File: config.mk
export PLATFORM = sky130hd
export DESIGN_NAME = bitmap_to_point_coordinates
export DESIGN_NICKNAME = d
export VERILOG_FILES = /design/src/rtl/btpc_pkg.sv /design/src/rtl/btpc_emit.sv /design/src/rtl/bitmap_to_point_coordinates.sv
export VERILOG_INCLUDE_DIRS = /design/src /design/src/rtl
export SDC_FILE = /design/constraint.sdc
export NUM_CORES = 1
export LEC_CHECK = 0
export BUFFER_PORTS_ARGS = -buffer_cell sky130_fd_sc_hd__buf_4
export CAP_MARGIN = 10
export CORE_AREA = 2 2 162 164
export CTS_CLUSTER_DIAMETER = 120
export DETAILED_ROUTE_END_ITERATION = 16
export DIE_AREA = 0 0 164 166
export GPL_TIMING_DRIVEN = 0
export PLACE_DENSITY = 0.76
export SLEW_MARGIN = 5
export SYNTH_ARGS = -nofsm -noshare
export SYNTH_HDL_FRONTEND = slang
export SYNTH_HIERARCHICAL = 1
export SYNTH_SLANG_ARGS = --single-unit
File: constraint.sdc
create_clock -name clk -period 4.4 [get_ports clk]
set_input_delay 0.88 -clock clk [delete_from_list [all_inputs] [get_ports clk]]
set_output_delay 0.88 -clock clk [all_outputs]
set_load 0.005 [all_outputs]
File: src/rtl/bitmap_to_point_coordinates_assert.svh
// Assertion macros shared by the bitmap to point coordinates RTL.
// Included by files that carry concurrent checks; needs no package.
`ifndef BITMAP_TO_POINT_COORDINATES_ASSERT_SVH
`define BITMAP_TO_POINT_COORDINATES_ASSERT_SVH

// Same-cycle implication, disabled while reset is asserted
`define BTPC_ASSERT_NOW(label, clk, rst_n, ante, cons) \
	label: assert property (@(posedge clk) disable iff (!rst_n) (ante) |-> (cons)) \
		else $error("btpc: check failed");

// Next-cycle implication, disabled while reset is asserted
`define BTPC_ASSERT_NEXT(label, clk, rst_n, ante, cons) \
	label: assert property (@(posedge clk) disable iff (!rst_n) (ante) |=> (cons)) \
		else $error("btpc: check failed");

`endif

File: src/rtl/btpc_pkg.sv
// Package for the bitmap to point coordinates block: widths, reset values,
// register indexes and the item passed from the front end to the emitter.
// No dependencies.
package btpc_pkg;

	localparam int MAX_DIM_DEF    = 4;
	localparam int COORD_BITS_DEF = 16;
	localparam int FIELD_W        = 16;
	localparam int BYTE_W         = 8;
	localparam int POS_W          = 13;
	localparam int BIT_IDX_W      = 3;
	localparam int DIM_W          = 3;
	localparam int CFG_IDX_W      = 3;

	localparam logic [DIM_W-1:0]   DIM_RESET  = 3'd2;
	localparam logic [FIELD_W-1:0] SIZE_RESET = 16'd64;

	// Configuration register indexes
	typedef enum logic [CFG_IDX_W-1:0] {
		CFG_DIMENSION = 3'd0,
		CFG_SIZE_X    = 3'd1,
		CFG_SIZE_Y    = 3'd2,
		CFG_SIZE_Z    = 3'd3,
		CFG_SIZE_W    = 3'd4
	} cfg_idx_t;

	// One byte's pending work: set bits still to emit and shared coordinates
	typedef struct packed {
		logic [BYTE_W-1:0]  mask;
		logic [FIELD_W-1:0] base;
		logic [FIELD_W-1:0] y;
		logic [FIELD_W-1:0] z;
		logic [FIELD_W-1:0] w;
	} item_t;

endpackage

File: src/rtl/btpc_emit.sv
// Point emitter: holds one byte's set bits and sends one point per cycle
// while the receiver is not stalling, lowest bit first, through a registered
// output. Uses btpc_pkg and the assertion macro header.
`include "bitmap_to_point_coordinates_assert.svh"

module btpc_emit #(
	parameter int COORD_BITS = btpc_pkg::COORD_BITS_DEF
) (
	input  logic                         clk,
	input  logic                         arst_n,
	input  logic                         item_valid,
	output logic                         item_ready,
	input  btpc_pkg::item_t              item,
	output logic                         out_valid,
	input  logic                         out_ready,
	output logic [btpc_pkg::FIELD_W-1:0] point_x,
	output logic [btpc_pkg::FIELD_W-1:0] point_y,
	output logic [btpc_pkg::FIELD_W-1:0] point_z,
	output logic [btpc_pkg::FIELD_W-1:0] point_w,
	output logic                         last_of_byte
);

	localparam int XW = (COORD_BITS < btpc_pkg::FIELD_W) ? COORD_BITS : btpc_pkg::FIELD_W;

	logic                              valid_s1;
	btpc_pkg::item_t                   item_s1;
	logic [btpc_pkg::BYTE_W-1:0]       rem;
	logic [btpc_pkg::BIT_IDX_W-1:0]    idx;
	logic [btpc_pkg::FIELD_W-1:0]      x_sum;
	logic [btpc_pkg::FIELD_W-1:0]      x_out;
	logic                              out_free;
	logic                              pop;
	logic                              out_valid_q;
	logic [btpc_pkg::FIELD_W-1:0]      x_q, y_q, z_q, w_q;
	logic                              last_q;

	// Lowest set bit and what remains after it
	always_comb begin
		idx = '0;
		for (int b = btpc_pkg::BYTE_W - 1; b >= 0; b--) begin
			if (item_s1.mask[b]) begin
				idx = btpc_pkg::BIT_IDX_W'(b);
			end
		end
		rem   = item_s1.mask & (item_s1.mask - 8'd1);
		x_sum = item_s1.base + btpc_pkg::FIELD_W'(idx);
		x_out = btpc_pkg::FIELD_W'(x_sum[XW-1:0]);
	end

	// Handshake: pop a point whenever the output slot is free or draining
	assign out_free   = !out_valid_q || out_ready;
	assign pop        = valid_s1 && out_free;
	assign item_ready = !valid_s1 || (pop && rem == '0);

	// Pending byte stage
	always_ff @(posedge clk or negedge arst_n) begin
		if (!arst_n) begin
			valid_s1 <= 1'b0;
		end else if (item_valid && item_ready) begin
			valid_s1 <= 1'b1;
		end else if (pop && rem == '0) begin
			valid_s1 <= 1'b0;
		end
	end

	always_ff @(posedge clk) begin
		if (item_valid && item_ready) begin
			item_s1 <= item;
		end else if (pop) begin
			item_s1.mask <= rem;
		end
	end

	// Output register
	always_ff @(posedge clk or negedge arst_n) begin
		if (!arst_n) begin
			out_valid_q <= 1'b0;
		end else if (pop) begin
			out_valid_q <= 1'b1;
		end else if (out_ready) begin
			out_valid_q <= 1'b0;
		end
	end

	always_ff @(posedge clk) begin
		if (pop) begin
			x_q    <= x_out;
			y_q    <= item_s1.y;
			z_q    <= item_s1.z;
			w_q    <= item_s1.w;
			last_q <= (rem == '0);
		end
	end

	assign out_valid    = out_valid_q;
	assign point_x      = x_q;
	assign point_y      = y_q;
	assign point_z      = z_q;
	assign point_w      = w_q;
	assign last_of_byte = last_q;

	// Checks
	`BTPC_ASSERT_NOW(a_pending_nonzero, clk, arst_n, valid_s1, item_s1.mask != '0)
	`BTPC_ASSERT_NEXT(a_pop_fills_out, clk, arst_n, pop, out_valid_q)
	`BTPC_ASSERT_NEXT(a_last_flag, clk, arst_n, pop, last_q == $past(rem == '0))

endmodule

File: src/rtl/bitmap_to_point_coordinates.sv
// Top level of the bitmap to point coordinates block: configuration
// registers, line position and row counter. Uses btpc_pkg, btpc_emit and
// the assertion macro header.
//
// Usage:
//  - Input channel in_valid/in_ready carries data_byte, one bitmap byte per
//    transfer, least significant bit at the lowest x.
//  - Output channel out_valid/out_ready carries one point per transfer:
//    point_x..point_w and last_of_byte on the final point of a byte.
//  - Configuration channel cfg_valid/cfg_ready writes register cfg_index
//    (dimension, size_x, size_y, size_z, size_w) with cfg_data; it is always
//    ready, and the user must write it only while the block is idle; the
//    block itself does not enforce this.
//  - The first point of a byte passes the pending-byte stage, then the
//    output register, before it is presented.
//  - Throughput: one byte per cycle while bytes hold at most one point to
//    emit and the receiver does not stall; a byte with more points holds
//    the emitter until its last leaves: the single output register takes
//    one point per cycle. Bytes with no point skip the emitter but, like
//    any byte, wait while the pending stage holds a byte that is not leaving.
//  - Reset clears the line position and row counter, sets dimension to 2
//    and all sizes to 64, and empties both stages.
//  - When the receiver stalls, the output point holds, one further byte
//    waits in the pending stage and in_ready drops until it drains.
`include "bitmap_to_point_coordinates_assert.svh"

module bitmap_to_point_coordinates #(
	parameter int MAX_DIM    = btpc_pkg::MAX_DIM_DEF,
	parameter int COORD_BITS = btpc_pkg::COORD_BITS_DEF
) (
	input  logic                           clk,
	input  logic                           arst_n,
	input  logic                           in_valid,
	output logic                           in_ready,
	input  logic [btpc_pkg::BYTE_W-1:0]    data_byte,
	output logic                           out_valid,
	input  logic                           out_ready,
	output logic [btpc_pkg::FIELD_W-1:0]   point_x,
	output logic [btpc_pkg::FIELD_W-1:0]   point_y,
	output logic [btpc_pkg::FIELD_W-1:0]   point_z,
	output logic [btpc_pkg::FIELD_W-1:0]   point_w,
	output logic                           last_of_byte,
	input  logic                           cfg_valid,
	output logic                           cfg_ready,
	input  logic [btpc_pkg::CFG_IDX_W-1:0] cfg_index,
	input  logic [btpc_pkg::FIELD_W-1:0]   cfg_data
);

	localparam int NUM_DIGITS = (MAX_DIM > 1) ? MAX_DIM - 1 : 1;
	localparam int DW_MIN     = $clog2(MAX_DIM + 1);
	localparam int DW         = (DW_MIN > btpc_pkg::DIM_W) ? DW_MIN : btpc_pkg::DIM_W;
	localparam int CMP_W      = ((COORD_BITS > btpc_pkg::FIELD_W) ? COORD_BITS
	                            : btpc_pkg::FIELD_W) + 1;

	// Configuration registers
	logic [btpc_pkg::DIM_W-1:0]   dimension_q;
	logic [btpc_pkg::FIELD_W-1:0] size_x_q, size_y_q, size_z_q, size_w_q;

	// Line position and row counter
	logic [btpc_pkg::POS_W-1:0]                  pos_q;
	logic [NUM_DIGITS-1:0][COORD_BITS-1:0]       digit_q;
	logic [NUM_DIGITS-1:0][COORD_BITS-1:0]       digit_d;

	logic [DW-1:0]                dims;
	logic [btpc_pkg::FIELD_W-1:0] base;
	logic [btpc_pkg::FIELD_W-1:0] diff;
	logic                         in_line;
	logic                         line_end;
	logic [btpc_pkg::BYTE_W-1:0]  bit_ok;
	logic [btpc_pkg::BYTE_W-1:0]  mask;
	logic [btpc_pkg::FIELD_W-1:0] coord [3];
	btpc_pkg::item_t              item;
	logic                         item_ready;
	logic                         accept;

	assign cfg_ready = 1'b1;

	// Register writes; unknown indexes are dropped
	always_ff @(posedge clk or negedge arst_n) begin
		if (!arst_n) begin
			dimension_q <= btpc_pkg::DIM_RESET;
			size_x_q    <= btpc_pkg::SIZE_RESET;
			size_y_q    <= btpc_pkg::SIZE_RESET;
			size_z_q    <= btpc_pkg::SIZE_RESET;
			size_w_q    <= btpc_pkg::SIZE_RESET;
		end else if (cfg_valid && cfg_ready) begin
			unique case (btpc_pkg::cfg_idx_t'(cfg_index))
				btpc_pkg::CFG_DIMENSION: dimension_q <= cfg_data[btpc_pkg::DIM_W-1:0];
				btpc_pkg::CFG_SIZE_X:    size_x_q    <= cfg_data;
				btpc_pkg::CFG_SIZE_Y:    size_y_q    <= cfg_data;
				btpc_pkg::CFG_SIZE_Z:    size_z_q    <= cfg_data;
				btpc_pkg::CFG_SIZE_W:    size_w_q    <= cfg_data;
				default: ;
			endcase
		end
	end

	// Dimensions in use, clamped to 1..MAX_DIM
	always_comb begin
		dims = DW'(dimension_q);
		if (dims == '0) begin
			dims = DW'(1);
		end else if (dims > DW'(MAX_DIM)) begin
			dims = DW'(MAX_DIM);
		end
	end

	// Bits of this byte that lie inside the line
	always_comb begin
		base     = {pos_q, 3'b000};
		in_line  = base < size_x_q;
		diff     = size_x_q - base;
		line_end = (CMP_W'(base) + CMP_W'(8)) >= CMP_W'(size_x_q);
		for (int b = 0; b < btpc_pkg::BYTE_W; b++) begin
			bit_ok[b] = in_line && ((|diff[btpc_pkg::FIELD_W-1:3]) ||
			                        (diff[2:0] > btpc_pkg::BIT_IDX_W'(b)));
		end
		mask = data_byte & bit_ok;
	end

	// Higher coordinates from the row digits in use
	always_comb begin
		for (int i = 0; i < 3; i++) begin
			coord[i] = '0;
		end
		for (int i = 0; i < NUM_DIGITS && i < 3; i++) begin
			if (DW'(i + 1) < dims) begin
				coord[i] = btpc_pkg::FIELD_W'(digit_q[i]);
			end
		end
		item.mask = mask;
		item.base = base;
		item.y    = coord[0];
		item.z    = coord[1];
		item.w    = coord[2];
	end

	// Mixed-radix row step: carry ripples while digits wrap
	always_comb begin
		logic                         carry;
		logic [CMP_W-1:0]             inc;
		logic [btpc_pkg::FIELD_W-1:0] radix;
		carry   = 1'b1;
		digit_d = digit_q;
		for (int i = 0; i < NUM_DIGITS; i++) begin
			radix = (i == 0) ? size_y_q : ((i == 1) ? size_z_q : size_w_q);
			inc   = CMP_W'(digit_q[i]) + CMP_W'(1);
			if (carry && (DW'(i + 1) < dims)) begin
				if (inc < CMP_W'(radix)) begin
					digit_d[i] = COORD_BITS'(inc);
					carry      = 1'b0;
				end else begin
					digit_d[i] = '0;
				end
			end else begin
				carry = 1'b0;
			end
		end
	end

	// Input transfer; bytes with nothing to emit skip the emitter
	assign in_ready = item_ready;
	assign accept   = in_valid && in_ready;

	always_ff @(posedge clk or negedge arst_n) begin
		if (!arst_n) begin
			pos_q   <= '0;
			digit_q <= '0;
		end else if (accept) begin
			if (line_end) begin
				pos_q   <= '0;
				digit_q <= digit_d;
			end else begin
				pos_q <= pos_q + 13'd1;
			end
		end
	end

	btpc_emit #(
		.COORD_BITS (COORD_BITS)
	) u_emit (
		.clk          (clk),
		.arst_n       (arst_n),
		.item_valid   (in_valid && mask != '0),
		.item_ready   (item_ready),
		.item         (item),
		.out_valid    (out_valid),
		.out_ready    (out_ready),
		.point_x      (point_x),
		.point_y      (point_y),
		.point_z      (point_z),
		.point_w      (point_w),
		.last_of_byte (last_of_byte)
	);

	// Checks
	`BTPC_ASSERT_NEXT(a_line_end_clears_pos, clk, arst_n, accept && line_end, pos_q == '0)
	`BTPC_ASSERT_NEXT(a_rows_hold_mid_line, clk, arst_n, accept && !line_end, $stable(digit_q))
	`BTPC_ASSERT_NEXT(a_idle_holds_pos, clk, arst_n, !accept, $stable(pos_q) && $stable(digit_q))

endmodule
# After elaboration in Yosys (flattened, before gate mapping)
# Cells that the tools add are included.
# classes
addsub	8
multipliers	0
div_mod_pow	0
magnitude_cmp	17
eq_ne	4
shifts	0
n_mux	24
bitwise_logic	2
reduce_logical	43
# op_table
cell	count
adder 16 x 1 -> 17 bit (second input constant)	3
< comparator 17 x 16 -> 1 bit	3
two-way mux 16 bit	3
two-way mux 3 bit	10
adder 16 x 4 -> 17 bit (second input constant)	1
>= comparator 17 x 16 -> 1 bit	1
adder 16 x 3 -> 16 bit	1
AND 8 bit	2
< comparator 16 bit	1
two-way mux 8 bit	2
subtractor 16 bit	1
> comparator 3 bit (second input constant)	5
logical AND 1 bit	15
adder 13 x 1 -> 13 bit (second input constant)	1
two-way mux 13 bit	1
OR reduction 13 bit	1
logical OR 1 bit	10
AND reduction 2 bit	5
AND reduction 3 bit	3
logical NOT 8 bit	1
two-way mux 1 bit	8
nonzero test 8 bit	1
subtractor 8 x 1 -> 8 bit (second input constant)	1
equality test 3 x 2 -> 1 bit (second input constant)	2
9 further kinds	16
# word_totals
register_bits	264
latchBits	0
ram_bits	0
romBits	0
inputBits	32
out_inout_bits	68
word_cells	119
mem_count	0

# Logic depth before layout (Yosys ltp)
# logic_depth
ltp_word	9
mapped_depth	17
mapped_depth_nobuf	15

# By module
# Netlist, hierarchy kept.
# by_module_without_submodules
mod	n_inst	cells_each	area_per_inst_um2	seq_area_each_um2
bitmap_to_point_coordinates	1	1027	8966.1	3209.3
btpc_emit	1	244	4919.7	4164.0

# Worst setup path before layout
# OpenSTA, ideal clock, no wires.
# synth_timing
path_kind	register -> register
startpoint	register pos_q[0] (netlist name)
endpoint	register u_emit/item_s1[0] (netlist name) (enable)
setup_time_ns	0.418
t_arrival_ns	4.001
required_time_ns	3.982
setup_slack_ns	-0.019
path_stages_with_launch	14
n_path_buf	0
period_less_slack_ns	4.419
cell_sequence	dfrtp_1 -> ha_1 -> fa_1 -> nor2b_1 -> o31a_1 -> a221oi_1 -> o211ai_1 -> nand2_1 -> and3b_1 -> a41o_1 -> a31oi_1 -> o311a_1 -> o31ai_4 -> inv_1
# synth_between
elab_chain_cells	8
elab_cells_between_ends	23
cone_classes	add/sub (1); order compare (1); bitwise (1); reduce/logical (20)
# synth_lines
element	line_no	text
start, declared	bitmap_to_point_coordinates.sv:60	logic [btpc_pkg::POS_W-1:0] pos_q;
start signal, assigned	bitmap_to_point_coordinates.sv:174	pos_q <= pos_q + 13'd1;
subtractor 16 bit	bitmap_to_point_coordinates.sv:112	diff = size_x_q - base;
OR reduction 13 bit	bitmap_to_point_coordinates.sv:115	bit_ok[b] = in_line && ((|diff[btpc_pkg::FIELD_W-1:3]) ||
logical OR 1 bit	bitmap_to_point_coordinates.sv:115	
logical AND 1 bit	bitmap_to_point_coordinates.sv:115	
AND 8 bit (*)	bitmap_to_point_coordinates.sv:118	mask = data_byte & bit_ok;
nonzero test 8 bit (*)	bitmap_to_point_coordinates.sv:184	.item_valid (in_valid && mask != '0),
logical AND 1 bit (*)	bitmap_to_point_coordinates.sv:184	
logical AND 1 bit (*)	btpc_emit.sv:67	if (item_valid && item_ready) begin
end signal, assigned	btpc_emit.sv:68	item_s1 <= item;
end, declared	btpc_emit.sv:26	btpc_pkg::item_t item_s1;
# Every way passes the cells marked *; elsewhere a longest branch is shown, timed or not.
# A chain may end at the register's enable or synchronous reset.

# Final worst setup path
# layout_timing
startpoint	register digit_q[0] (netlist name)
endpoint	register digit_q[16] (netlist name)
# layout_between
elab_chain_cells	6
# layout_lines
element	line_no	text
start, declared	bitmap_to_point_coordinates.sv:61	logic [NUM_DIGITS-1:0][COORD_BITS-1:0] digit_q;
start signal, assigned	bitmap_to_point_coordinates.sv:172	digit_q <= digit_d;
adder 16 x 1 -> 17 bit	bitmap_to_point_coordinates.sv:147	inc = CMP_W'(digit_q[i]) + CMP_W'(1);
< comparator 17 x 16 -> 1 bit	bitmap_to_point_coordinates.sv:149	if (inc < CMP_W'(radix)) begin
two-way mux 1 bit	bitmap_to_point_coordinates.sv:149	
two-way mux 1 bit	bitmap_to_point_coordinates.sv:148	if (carry && (DW'(i + 1) < dims)) begin
logical AND 1 bit	bitmap_to_point_coordinates.sv:148	
AND reduction 3 bit (no line)	n/a	
# No other way between the ends.

==> results.ini <==
[synth]
synth.distinct_cells = 79
ys.flop_type = edfxtp_1
yosys_register_bits = 267
synth-edff-count = 137
synth-async-reset-ratio_pct = 48.7
avgSynthCellArea_um2 = 10.9
synth_area_um2 = 13900
ys_seq_area_share_pct = 53.1
syn_inst = 1271
ys_warn_count = 6

[floorplanning]
die-area_um2 = 27200
dieHeight_um = 166
ios = 100
rows = 59
start_util_pct = 54.2
core_region_area_um2 = 25600
die_w_um = 164

[global_route]
grt_pass1_vias = 9566
grt_max_degree = 83
antenna_found_initial = 0
grt_pass1_wl_um = 48600
grt_usage_pct = 22.2
overflow = 0

[cts]
clock_latency_ps = 540
clk_pin_slew_ps = 60
cts.sinks = 267
htree_levels = 1
ctsHoldBuffers = 0
cts-root-buf = clkbuf_16
clk_path_buf_depth = 3
cts_tree = done
cts_made_buffers = 28

[sta]
fin_crit_sh_pct = 94.5
fin_worst_skew_ps = 19.0
setup-tns-final_ps = 0
max_freq_mhz = 241
finalHoldViolCount = 0
worst_pin_slew_ps = 1070
setup_viol = 0
fin_crit_ps = 4160
slew_violations = 0
relSlewSlack_pct = 28.6

[finish]
mostFrequentLayoutCells = edfxtp_1 (137), nand2_1 (126), dfrtp_1 (122)
antenna_cells = 0
drive_above_1_share_pct = 16.5
area_growth_pct = 17.4
final_common_cell = edfxtp_1
fill_cells = 2035
fin_nets = 1532

[drt]
dr.pass1.iters = 6
first_iter_violations = 515
drc = 0
wl_per_cell_um = 17.1
drt_wl_total_um = 30400
vias = 9931
vias_per_cell = 5.59
ant_nets = 0

[setup_path]
crit_fanout = 9
cp.arrival_ps = 4630
crit_chain = and3_1, nand3_2, or2_2, clkbuf_1, nor2_1, nand3_1, xnor2_1, ha_1, nand2_1, nor3_1, a211oi_4, buf_4, a2111o_1, buf_4, nor2_2, mux2_2
worstSetupPathType = reg -> reg
cp.required_ps = 4870
end_kind = flip-flop
cp_slowest_cell = a2111o_1
path_common_cell = buf_4
startpoint_type = flip-flop
max_stage_delay_ps = 530

[placed_design]
gp_congestion = 0.868
hpwlAfterDp_um = 22100
io_buffers = 98

[job]
drv_cap = 0

[pwr]
power.density_nw_per_um2 = 579
power_mw = 9.45
vdd.ir_drop.worst_uv = 336
p_leak_nw = 7.02

[outcome]
status = finished clean

[hold_path]
min_path_type = in -> async

[where the power goes]
part           internal, mW  switching [mW]  leakage [nW]
Sequential             3.35           0.444          2.88
Combinational          1.43            1.82          3.66
Clock                  1.44           0.963         0.476
Total                  6.22            3.22          7.02
[state kept, by name, indices dropped and copies added, names as in the netlist]
name and flops:
pos_q 13, size_w_q 16, u_emit/point_x 16, u_emit/point_w 16
u_emit/last_of_byte 1, dimension_q 3, u_emit/out_valid 1, u_emit/point_y 16
u_emit/item_s1 72, size_y_q 16, u_emit/valid_s1 1, u_emit/point_z 16
digit_q 48, size_z_q 16, size_x_q 16
[area by class of cell]
cell class / instances / area (um2) / share of cell area, %
plain buffers: 42 / 204 / 1.25
repair buffers: 117 / 927 / 5.69
clock inverters: 12 / 126 / 0.775
flip-flops and latches: 267 / 7380 / 45.3
clock buffers: 40 / 832 / 5.10
inverters: 107 / 405 / 2.49
well taps: 335 / 419 / 2.57
multi-input cells: 856 / 6000 / 36.8
repair inverters: 1 / 7.51 / 0.0461
[cells in the mapped netlist, types with 13 or more instances]
cell type  instances  area [um2]
edfxtp_1         137        4110
nand4_1           22         138
mux2i_1           13         130
dfrtp_1          125        3130
clkbuf_1          33         124
a21o_1            23         173
mux2_2            26         293
inv_1            107         402
a22o_1            14         123
o21ai_0          100         500
a21oi_1           24         120
and2_1            20         125
nor3_1            17        85.1
nor2_1            50         188
xnor2_1           46         403
and3_1            24         150
ha_1              78         976
nand3_1           49         245
xor2_1            24         210
nor2b_1           45         282
nand2_1          126         473
[per-layer routing]
layer / up-vias / GRT usage, % / wire, um
met2: 249 / 38.0 / 14800
met3: 37 / 2.75 / 1380
met1: 4815 / 30.2 / 13700
met4: 0 / 5.26 / 563
met5: - / 0 / 0
li1: 4830 / - / -
[metrics by stage]
stage	instances	hold WS [ps]	cell area, um2	utilization, %	setup slack [ps]
final	1777	294	16300	63.6	243
after global routing	1777	318	16300	63.6	-15.8
after CTS	1768	288	16200	63.2	59.9
after detailed placement	1709	405	15100	59.1	-794
after global placement	1706	405	15100	58.8	-1270
after floorplan	1273	400	13900	-	22.5
[final timing paths]
path / start / end / slack (ps) / cells after the start
max in group asynchronous: arst_n / size_z_q[6] / 3310 / 2
min reg2reg: u_emit/item_s1[3] / u_emit/point_w[3] / 420 / 0
min: arst_n / digit_q[6] / 290 / 1
min in group clk: u_emit/item_s1[3] / u_emit/point_w[3] / 420 / 0
max reg2reg: digit_q[0] / digit_q[16] / 240 / 16
max: digit_q[0] / digit_q[16] / 240 / 16
[logic make-up after synthesis]
family / share of synthesized area, %
compound gates: 12.4
xor+xnor: 4.42
fa+ha+maj: 7.32
buf+inv: 4.38
flops: 53.1
mux: 3.26
other cells: 0.0541
simple gates: 15.0
[worst max-delay path: cells and delay by family, from the launching register on]
family	cells	cell delay, ps
flip-flops	1	450
AO/OA/AOI/OAI	2	630
XOR/XNOR	1	190
buffers and inverters	3	520
multiplexers	1	230
adder cells (fa/ha/maj)	1	320
AND/OR/NAND/NOR	8	1750
[repair_timing]
action,in CTS,in global routing
cloned,1,0
pin swaps,2,4
gates resized for setup,5,14
setup endpoints to repair,110,110
setup buffers,6,10
No activity file was read; power rests on OpenSTA's default activity.
